$ cat config.mk
export PLATFORM = sky130hd
export DESIGN_NAME = dna_k_mismatch_window_search_core
export DESIGN_NICKNAME = d
export VERILOG_FILES = /design/src/rtl/dkm_pkg.sv /design/src/rtl/dkm_cell.sv /design/src/rtl/dkm_cell_row.sv /design/src/rtl/dna_k_mismatch_window_search_core.sv
export SDC_FILE = /design/constraint.sdc
export NUM_CORES = 2
export LEC_CHECK = 0
export ABC_AREA = 0
export BUFFER_PORTS_ARGS = -buffer_cell sky130_fd_sc_hd__buf_2
export CELL_PAD_IN_SITES_DETAIL_PLACEMENT = 1
export CELL_PAD_IN_SITES_GLOBAL_PLACEMENT = 2
export CORE_UTILIZATION = 37
export CTS_CLUSTER_DIAMETER = 30
export DETAILED_ROUTE_END_ITERATION = 12
export GPL_ROUTABILITY_DRIVEN = 0
export GPL_TIMING_DRIVEN = 0
export PLACE_DENSITY_LB_ADDON = 0.1
export SLEW_MARGIN = 20
export SYNTH_ARGS = -nofsm -noshare
export SYNTH_HDL_FRONTEND = slang
export SYNTH_SLANG_ARGS = --single-unit
$ cat constraint.sdc
create_clock -name clock -period 6.6 [get_ports clock]
set_input_delay 0.66 -clock clock [delete_from_list [all_inputs] [get_ports clock]]
set_output_delay 0.66 -clock clock [all_outputs]
set_load 0.02 [all_outputs]
$ cat src/rtl/dkm_pkg.sv
// Shared constants, link and state types for the k-mismatch window search.
package dkm_pkg;

   localparam int MAX_PATTERN = 32;
   localparam int MAX_READ    = 1024;

   localparam int CODE_W  = 3;
   localparam int BASE_W  = 2;
   localparam int NBASES  = 4;
   localparam int POS_W   = 11;
   localparam int CSR_W   = 64;
   localparam int ADDR_W  = 5;
   localparam int LEN_W   = 6;
   localparam int PAT_BASES = CSR_W / BASE_W;
   localparam int PIDX_W  = $clog2(PAT_BASES);
   localparam int LEN_CAP = (MAX_PATTERN < PAT_BASES) ? MAX_PATTERN : PAT_BASES;
   localparam int RUN_W   = $clog2(LEN_CAP + 1);
   localparam int SUM_W   = RUN_W + 2;
   localparam int SEEN_W  = $clog2(MAX_READ + 1);
   localparam int ITER_COUNT = MAX_PATTERN + 2;
   localparam int ITER_W  = $clog2(ITER_COUNT + 1);

   localparam logic [CODE_W-1:0] CODE_OTHER = 3'd4;

   localparam logic [1:0] REG_PATTERN_BASES  = 2'd0;
   localparam logic [1:0] REG_PATTERN_LENGTH = 2'd1;
   localparam logic [1:0] REG_MAX_MISMATCHES = 2'd2;

   localparam logic KIND_MATCH   = 1'b0;
   localparam logic KIND_SUMMARY = 1'b1;

   // Data handed from one cell to the next.
   typedef struct packed {
      logic [CODE_W-1:0]             code;
      logic [RUN_W-1:0]              run;
      logic [NBASES-1:0][RUN_W-1:0]  mx;
      logic [RUN_W-1:0]              cnt;
   } link_type;

   typedef enum logic [2:0] {
      ST_IDLE,
      ST_PAT,
      ST_EVAL,
      ST_JUDGE,
      ST_MATCH,
      ST_SUM
   } state_type;

endpackage

$ cat src/rtl/dkm_cell.sv
// One window cell: holds a base, relaxes run length, per-base max and mismatch count.
module dkm_cell
   import dkm_pkg::*;
(
   input  logic              clock,
   input  logic              shift,
   input  logic [CODE_W-1:0] win_in,
   output logic [CODE_W-1:0] win_out,
   input  logic              start,
   input  logic              mode_pat,
   input  logic              active,
   input  logic [BASE_W-1:0] pat_code,
   input  logic [BASE_W-1:0] cmp_code,
   input  link_type          left,
   output link_type          right
);

   logic [CODE_W-1:0]            win_ff;
   logic [RUN_W-1:0]             run_ff, run_in;
   logic [NBASES-1:0][RUN_W-1:0] mx_ff, mx_in;
   logic [RUN_W-1:0]             cnt_ff, cnt_in;
   logic [CODE_W-1:0]            ecode;
   logic                         valid;
   logic                         miss;

   always_comb begin
      ecode = mode_pat ? {1'b0, pat_code} : win_ff;
      valid = active && !ecode[CODE_W-1];
      miss  = active && !mode_pat && (ecode != {1'b0, cmp_code});
      if (!valid) begin
         run_in = '0;
      end else if (left.code == ecode) begin
         run_in = left.run + RUN_W'(1);
      end else begin
         run_in = RUN_W'(1);
      end
      for (int b = 0; b < NBASES; b++) begin
         if (valid && (ecode[BASE_W-1:0] == BASE_W'(b)) && (run_ff > left.mx[b])) begin
            mx_in[b] = run_ff;
         end else begin
            mx_in[b] = left.mx[b];
         end
      end
      cnt_in = left.cnt + RUN_W'(miss);
   end

   always_ff @(posedge clock) begin
      if (shift) begin
         win_ff <= win_in;
      end
      if (start) begin
         run_ff <= '0;
         mx_ff  <= '0;
         cnt_ff <= '0;
      end else begin
         run_ff <= run_in;
         mx_ff  <= mx_in;
         cnt_ff <= cnt_in;
      end
   end

   assign win_out    = win_ff;
   assign right.code = valid ? ecode : CODE_OTHER;
   assign right.run  = run_ff;
   assign right.mx   = mx_ff;
   assign right.cnt  = cnt_ff;

endmodule

$ cat src/rtl/dkm_cell_row.sv
// Row of window cells; newest base enters cell 0, results leave the last cell.
module dkm_cell_row
   import dkm_pkg::*;
(
   input  logic              clock,
   input  logic              shift,
   input  logic [CODE_W-1:0] new_code,
   input  logic              start,
   input  logic              mode_pat,
   input  logic [CSR_W-1:0]  pattern,
   input  logic [LEN_W-1:0]  eff_len,
   output link_type          result
);

   logic [MAX_PATTERN-1:0][CODE_W-1:0] win;
   link_type                           links [MAX_PATTERN+1];

   assign links[0] = '{code: CODE_OTHER, run: '0, mx: '0, cnt: '0};

   for (genvar j = 0; j < MAX_PATTERN; j++) begin : g_cell
      localparam int PJ = j % PAT_BASES;
      logic [LEN_W-1:0]  rev;
      logic [BASE_W-1:0] cmp;
      logic [CODE_W-1:0] src;

      // Window slot j holds the base that lines up with pattern base len-1-j.
      assign rev = eff_len - LEN_W'(1) - LEN_W'(j);
      assign cmp = pattern[{rev[PIDX_W-1:0], 1'b0} +: BASE_W];

      if (j == 0) begin : g_head
         assign src = new_code;
      end else begin : g_body
         assign src = win[j-1];
      end

      dkm_cell u_cell (
         .clock    (clock),
         .shift    (shift),
         .win_in   (src),
         .win_out  (win[j]),
         .start    (start),
         .mode_pat (mode_pat),
         .active   (int'(eff_len) > j),
         .pat_code (pattern[2*PJ +: BASE_W]),
         .cmp_code (cmp),
         .left     (links[j]),
         .right    (links[j+1])
      );
   end

   assign result = links[MAX_PATTERN];

endmodule

$ cat src/rtl/dna_k_mismatch_window_search_core.sv
// Top level: k-mismatch DNA window search with stream ports and register port.
//
// Bases enter on the req_ stream, one per request: base code in req_tdata,
// end of read on req_tlast. Results leave on the rsp_ stream: positions and
// match count in rsp_tdata, kind (match or end-of-read summary) in rsp_tuser,
// and rsp_tlast on the final result of a request.
// Each accepted base shifts into a row of MAX_PATTERN cells; the cells then
// relax run lengths, per-base longest runs and mismatch counts, one cell per
// cycle, and a base holds off the next request until that is done, through
// the judge step when the window is tested, through each result, and through
// any wait for a full output register.
// The judge step sums the four run differences and checks both limits.
// Reset clears counters and starts a pass that derives the pattern's longest
// runs; the same pass runs after a write of the pattern bases or length, and
// req_tready stays low meanwhile.
// One result register sits on the output: the core keeps working on a
// request while a result waits, and holds in its emit step only when the
// register is still full. Registers are read and written on the csr_ port.
module dna_k_mismatch_window_search_core
   import dkm_pkg::*;
(
   input  logic              clock,
   input  logic              reset,
   input  logic              req_tvalid,
   output logic              req_tready,
   input  logic [7:0]        req_tdata,   // [2:0] base_code
   input  logic              req_tlast,
   output logic              rsp_tvalid,
   input  logic              rsp_tready,
   output logic [39:0]       rsp_tdata,   // [10:0] start_position, [21:11] end_position,
                                          // [32:22] matches_so_far
   output logic [0:0]        rsp_tuser,   // [0] item_kind
   output logic              rsp_tlast,
   input  logic              csr_psel,
   input  logic              csr_penable,
   input  logic              csr_pwrite,
   input  logic [ADDR_W-1:0] csr_paddr,
   input  logic [CSR_W-1:0]  csr_pwdata,
   output logic [CSR_W-1:0]  csr_prdata,
   output logic              csr_pready
);

   state_type state_ff, state_in;

   logic [CSR_W-1:0] pattern_ff;
   logic [LEN_W-1:0] length_ff;
   logic [LEN_W-1:0] maxmis_ff;
   logic             dirty_ff;
   logic             mode_pat_ff;
   logic [ITER_W-1:0] iter_ff;
   logic [SEEN_W-1:0] seen_ff;
   logic [SEEN_W-1:0] total_ff;
   logic             test_ff;
   logic             last_ff;
   logic [NBASES-1:0][RUN_W-1:0] pat_runs_ff;

   logic             rsp_valid_ff;
   logic             rsp_kind_ff;
   logic [POS_W-1:0] rsp_start_ff;
   logic [POS_W-1:0] rsp_end_ff;
   logic [POS_W-1:0] rsp_count_ff;
   logic             rsp_last_ff;

   logic             wr;
   logic             wr_pat;
   logic [LEN_W-1:0] eff_len;
   logic             accept;
   logic             enter_pat;
   logic             start;
   logic             iter_done;
   logic             out_free;
   logic             load_match;
   logic             load_sum;
   logic             counted;
   logic [SEEN_W-1:0] seen_next;
   logic [SUM_W-1:0] run_diff;
   logic             is_match;
   link_type         row_out;

   // Register port
   assign csr_pready = 1'b1;
   assign wr     = csr_psel && csr_penable && csr_pwrite && csr_pready;
   assign wr_pat = wr && ((csr_paddr[4:3] == REG_PATTERN_BASES) ||
                          (csr_paddr[4:3] == REG_PATTERN_LENGTH));

   always_comb begin
      unique case (csr_paddr[4:3])
         REG_PATTERN_BASES:  csr_prdata = pattern_ff;
         REG_PATTERN_LENGTH: csr_prdata = CSR_W'(length_ff);
         REG_MAX_MISMATCHES: csr_prdata = CSR_W'(maxmis_ff);
         default:            csr_prdata = '0;
      endcase
   end

   always_comb begin
      if (length_ff == '0) begin
         eff_len = LEN_W'(1);
      end else if (int'(length_ff) > LEN_CAP) begin
         eff_len = LEN_W'(LEN_CAP);
      end else begin
         eff_len = length_ff;
      end
   end

   dkm_cell_row u_row (
      .clock    (clock),
      .shift    (accept),
      .new_code (req_tdata[CODE_W-1:0]),
      .start    (start),
      .mode_pat (mode_pat_ff),
      .pattern  (pattern_ff),
      .eff_len  (eff_len),
      .result   (row_out)
   );

   // Run signature distance against the pattern
   always_comb begin
      run_diff = '0;
      for (int b = 0; b < NBASES; b++) begin
         if (row_out.mx[b] > pat_runs_ff[b]) begin
            run_diff = run_diff + SUM_W'(row_out.mx[b] - pat_runs_ff[b]);
         end else begin
            run_diff = run_diff + SUM_W'(pat_runs_ff[b] - row_out.mx[b]);
         end
      end
      is_match = (run_diff <= SUM_W'(maxmis_ff)) && (row_out.cnt <= RUN_W'(maxmis_ff));
   end

   assign counted   = seen_ff < SEEN_W'(MAX_READ);
   assign seen_next = seen_ff + SEEN_W'(1);
   assign iter_done = iter_ff == ITER_W'(ITER_COUNT - 1);
   assign out_free  = !rsp_valid_ff || rsp_tready;

   // Next state
   always_comb begin
      state_in = state_ff;
      unique case (state_ff)
         ST_IDLE: begin
            if (dirty_ff) begin
               state_in = ST_PAT;
            end else if (req_tvalid) begin
               state_in = ST_EVAL;
            end
         end
         ST_PAT: begin
            if (iter_done) state_in = ST_IDLE;
         end
         ST_EVAL: begin
            if (iter_done) begin
               priority if (test_ff) state_in = ST_JUDGE;
               else if (last_ff)     state_in = ST_SUM;
               else                  state_in = ST_IDLE;
            end
         end
         ST_JUDGE: begin
            priority if (is_match) state_in = ST_MATCH;
            else if (last_ff)      state_in = ST_SUM;
            else                   state_in = ST_IDLE;
         end
         ST_MATCH: begin
            if (out_free) state_in = last_ff ? ST_SUM : ST_IDLE;
         end
         ST_SUM: begin
            if (out_free) state_in = ST_IDLE;
         end
         default: state_in = ST_IDLE;
      endcase
   end

   // Outputs of the sequencer
   always_comb begin
      req_tready = (state_ff == ST_IDLE) && !dirty_ff;
      enter_pat  = (state_ff == ST_IDLE) && dirty_ff;
      accept     = req_tvalid && req_tready;
      start      = enter_pat || accept;
      load_match = (state_ff == ST_MATCH) && out_free;
      load_sum   = (state_ff == ST_SUM) && out_free;
   end

   always_ff @(posedge clock) begin
      if (reset) begin
         state_ff     <= ST_IDLE;
         pattern_ff   <= '0;
         length_ff    <= LEN_W'(1);
         maxmis_ff    <= '0;
         dirty_ff     <= 1'b1;
         mode_pat_ff  <= 1'b1;
         iter_ff      <= '0;
         seen_ff      <= '0;
         total_ff     <= '0;
         test_ff      <= 1'b0;
         last_ff      <= 1'b0;
         pat_runs_ff  <= '0;
         rsp_valid_ff <= 1'b0;
      end else begin
         state_ff <= state_in;

         if (wr && (csr_paddr[4:3] == REG_PATTERN_BASES))  pattern_ff <= csr_pwdata;
         if (wr && (csr_paddr[4:3] == REG_PATTERN_LENGTH)) length_ff  <= csr_pwdata[LEN_W-1:0];
         if (wr && (csr_paddr[4:3] == REG_MAX_MISMATCHES)) maxmis_ff  <= csr_pwdata[LEN_W-1:0];

         // A write landing during a derive pass leaves the flag set for a rerun.
         if (wr_pat) begin
            dirty_ff <= 1'b1;
         end else if (enter_pat) begin
            dirty_ff <= 1'b0;
         end

         if (enter_pat) begin
            mode_pat_ff <= 1'b1;
         end else if (accept) begin
            mode_pat_ff <= 1'b0;
         end

         if (start) begin
            iter_ff <= '0;
         end else if ((state_ff == ST_PAT) || (state_ff == ST_EVAL)) begin
            iter_ff <= iter_ff + ITER_W'(1);
         end

         if ((state_ff == ST_PAT) && iter_done) begin
            pat_runs_ff <= row_out.mx;
         end

         if (accept) begin
            if (counted) seen_ff <= seen_next;
            test_ff <= counted && (seen_next >= SEEN_W'(eff_len));
            last_ff <= req_tlast;
         end

         if ((state_ff == ST_JUDGE) && is_match && (total_ff < SEEN_W'(MAX_READ))) begin
            total_ff <= total_ff + SEEN_W'(1);
         end

         if (load_sum) begin
            seen_ff  <= '0;
            total_ff <= '0;
         end

         if (load_match || load_sum) begin
            rsp_valid_ff <= 1'b1;
         end else if (rsp_tready) begin
            rsp_valid_ff <= 1'b0;
         end
      end
   end

   // Result register payload
   always_ff @(posedge clock) begin
      if (load_match) begin
         rsp_kind_ff  <= KIND_MATCH;
         rsp_start_ff <= POS_W'(seen_ff - SEEN_W'(eff_len) + SEEN_W'(1));
         rsp_end_ff   <= POS_W'(seen_ff);
         rsp_count_ff <= POS_W'(total_ff);
         rsp_last_ff  <= !last_ff;
      end else if (load_sum) begin
         rsp_kind_ff  <= KIND_SUMMARY;
         rsp_start_ff <= '0;
         rsp_end_ff   <= '0;
         rsp_count_ff <= POS_W'(total_ff);
         rsp_last_ff  <= 1'b1;
      end
   end

   assign rsp_tvalid = rsp_valid_ff;
   assign rsp_tdata  = {7'd0, rsp_count_ff, rsp_end_ff, rsp_start_ff};
   assign rsp_tuser  = rsp_kind_ff;
   assign rsp_tlast  = rsp_last_ff;

   a_no_accept_while_dirty: assert property (@(posedge clock) disable iff (reset)
      accept |-> !dirty_ff)
      else $error("request accepted before pattern runs were derived");

   a_match_has_count: assert property (@(posedge clock) disable iff (reset)
      load_match |-> (total_ff != '0))
      else $error("match report with zero match count");

   a_seen_bounded: assert property (@(posedge clock) disable iff (reset)
      seen_ff <= SEEN_W'(MAX_READ))
      else $error("base counter past read limit");

   a_match_positions: assert property (@(posedge clock) disable iff (reset)
      (rsp_valid_ff && (rsp_kind_ff == KIND_MATCH)) |->
         ((rsp_start_ff != '0) && (rsp_start_ff <= rsp_end_ff)))
      else $error("match report with bad window positions");

   a_summary_after_clear: assert property (@(posedge clock) disable iff (reset)
      load_sum |=> ((seen_ff == '0) && (total_ff == '0)))
      else $error("read counters not cleared after summary");

endmodule

==> impl_metrics.yaml <==
final_layout:
  regArea_um2: 27900
  area_growth_pct: 24.3
  final_nets: 10196
  fillers: 23679
  multiInputGateArea_um2: 45700
  final_area_um2: 96000
  layout_commonest_cell: "nor2_1"
  layout_common_cells: "1264 x nor2_1, 1196 x dfxtp_1, 904 x ha_1"
  drive_above_1_share_pct: 11.6
global_route:
  grt_max_degree: 53
  grtUsageTotal_pct: 26.5
  grt_pass1_vias: 67628
  gr-total-overflow: 0
  antenna_found_initial: 11
  grt_pass1_wl_um: 425000
worst_setup_path:
  endpoint_kind: "flop"
  setup.worst_path.start_class: "flop"
  cp.arrival_ns: 7.26
  critPathBufInv: 3
  cp_max_fo: 5
  cp_top_family: "compound AO/OA/AOI/OAI gates"
  slowest_delay_ns: 0.50
  critPathSlowestCell: "or4b_4"
  required_ns: 7.45
  criticalPathCategory: "flop to flop"
logic_synthesis:
  synth_compound_area_share_pct: 8.85
  yosysSeqAreaShare_pct: 36.1
  ys.flop_type: "dfxtp_1"
  muxShareOfSynthArea_pct: 13.3
  syn_avg_cell_area_um2: 9.03
  synth_simple_gate_area_share_pct: 16.0
  ys_seq_elements: 1329
  synth_fa_ha_area_share_pct: 15.1
  ys_warn_count: 0
  synth-async-reset-ratio_pct: 0
  syn_inst: 8559
  synth_area_um2: 77200
  synth_top_family_by_area: "simple AND/OR/NAND/NOR gates"
  yosys.area_share.xor_xnor_pct: 4.97
  synth_edf_count: 130
  synthDistinctLibCells: 94
timing:
  worst_slew_pin_slew_ns: 1.15
  relSlewSlack_pct: 20.9
  finClkSkew_ns: 0.0479
  min_period_ns: 6.41
  hold_slack_ns: 0.0594
  hold_viol: 0
  drv_slew: 0
  fin_tns_setup_ns: 0
  period_share_pct: 97.1
  fin_ws_ns: 0.193
  finalSetupViolations: 0
  fmax_mhz: 156
floorplanning:
  coreArea_um2: 207000
  core.rowCount: 167
  start_util_pct: 37.3
  ios: 194
  dieArea_um2: 211000
  die_w_um: 459
  die_h_um: 459
run_status:
  outcome: "finished clean"
clock_tree:
  cts_tree: "done"
  clock_latency_ns: 0.95
  htreeDepth: 5
  cts_root_buf: "clkbuf_16"
  clock_path_buffers: 4
  cts_sinks: 1329
  cts_buffers: 362
  path_clk_slew_ns: 0.04
drt:
  wl_um: 283000
  drc: 0
  ant_nets: 0
  drt-vias-per-instance: 5.24
  routed-via-count: 64258
  wire_per_inst_um: 23.1
  dr.first_iter.drc_count: 3446
  first_pass_iters: 5
power_and_ir_drop:
  seq_power_share_pct: 28.1
  p_sw_uw: 8200
  p_int_uw: 22000
  pwr-share-clk_pct: 60.1
  p_total_uw: 30100
  irDropWorstVdd_uv: 270
  combPwrFrac_pct: 11.8
  p_leak_uw: 0.0414
  cellPowerDensity_nw_per_um2: 314
  swShare_pct: 27.2
placement:
  hpwl_um: 221000
  postPlaceCellArea_um2: 82100
  numPortBuffers: 176
  place_ws_ns: -1.73
flow_run:
  drv_cap: 0
hold_path:
  hp-class: "input port to flop"
[tightest hold or removal path: cells and delay by family]
family | cells | cell delay (ns)
compound gates | 1 | 0.05
simple gates | 1 | 0.07
buf+inv | 1 | 0.15
[Yosys cell counts (all sizes together), types with 68 or more instances]
cell,n,area [um2]
a21o,68,510
a21oi,417,2110
and2,139,870
and3,83,519
buf,70,414
clkbuf,247,927
dfxtp,1199,24000
edfxtp,130,3900
ha,913,11400
inv,804,3020
mux2i,920,9220
nand2,441,1660
nand3,219,1100
nand4,110,688
nor2,1269,4790
nor2b,150,938
nor3,88,465
o21a,80,601
o21ai,195,976
xnor2,245,2190
xor2,188,1650
[cell families after synthesis]
kind of cell               Yosys count
buffers and inverters             1125
xor gates and xnor gates           433
DFF                               1329
AOI/OAI and AO/OA                 1082
and+or+nand+nor                   2678
muxes                              985
other                                2
adders and majority gates          925
[power by group through the flow]
stage	clock network, uW	logic (uW)	registers [uW]
final	18100	3570	8470
after global routing	18800	3760	8470
after CTS	18400	3540	8470
after detailed placement	0	3470	8610
after global placement	0	3310	8620
after floorplan	0	1700	8560
[state kept, by name, summed over array words and instances, names as in the netlist, 3 cells and up]
signal / cells
u_row.g_cell.u_cell.right: 708
state_ff: 3
u_row.g_cell.u_cell.cnt_ff: 177
length_ff: 6
rsp_count_ff: 11
seen_ff: 11
rsp_end_ff: 11
pattern_ff: 64
maxmis_ff: 6
iter_ff: 6
u_row.g_cell.u_cell.run_ff: 177
total_ff: 11
u_row.g_cell.u_cell.win_out: 96
rsp_start_ff: 11
pat_runs_ff: 24
[area by class of cell]
type                            instances  area share, %
Multi-Input combinational cell       6111           47.6
Clock inverter                        169           2.41
Clock buffer                          473           10.8
Antenna cell                            8         0.0208
Inverter                              807           3.16
Timing Repair Buffer                  259           1.91
Buffer                                316           1.44
Sequential cell                      1329           29.1
Tap cell                             2788           3.63
[metrics by stage]
stage	cells	utilization [%]
floorplan	8565	-
global placement	11529	39.4
detailed placement	11544	39.6
CTS	12244	46.1
global route	12253	46.3
finish	12260	46.3
[routing by layer]
metal | vias up | share of wire [%] | GRT usage [%] | wire, um
met5 | - | 0.0092 | 0 | 26
met4 | 4 | 4.1 | 10.5 | 11700
met3 | 557 | 4.9 | 4.05 | 13800
met2 | 1369 | 45 | 42.8 | 128000
met1 | 31680 | 46 | 35.4 | 130000
li1 | 30648 | - | - | -
[worst paths after layout]
kind,depth (start not counted),slack (ns),to,start
setup / recovery,29,0.19,total_ff[5],pat_runs_ff[7]
hold / removal,3,0.06,pattern_ff[15],csr_pwdata[15]
setup reg to reg,29,0.19,total_ff[5],pat_runs_ff[7]
hold reg to reg,0,0.43,rsp_count_ff[2],total_ff[2]
[repair_timing]
item,in CTS,in global routing
resized for setup,50,55
gates cloned,0,0
setup endpoints to repair,146,48
hold endpoints to repair,56,0
setup buffers,8,8
hold buffers,52,0
pin swaps,14,25
Note: power is estimated with default switching activity, not from simulation.
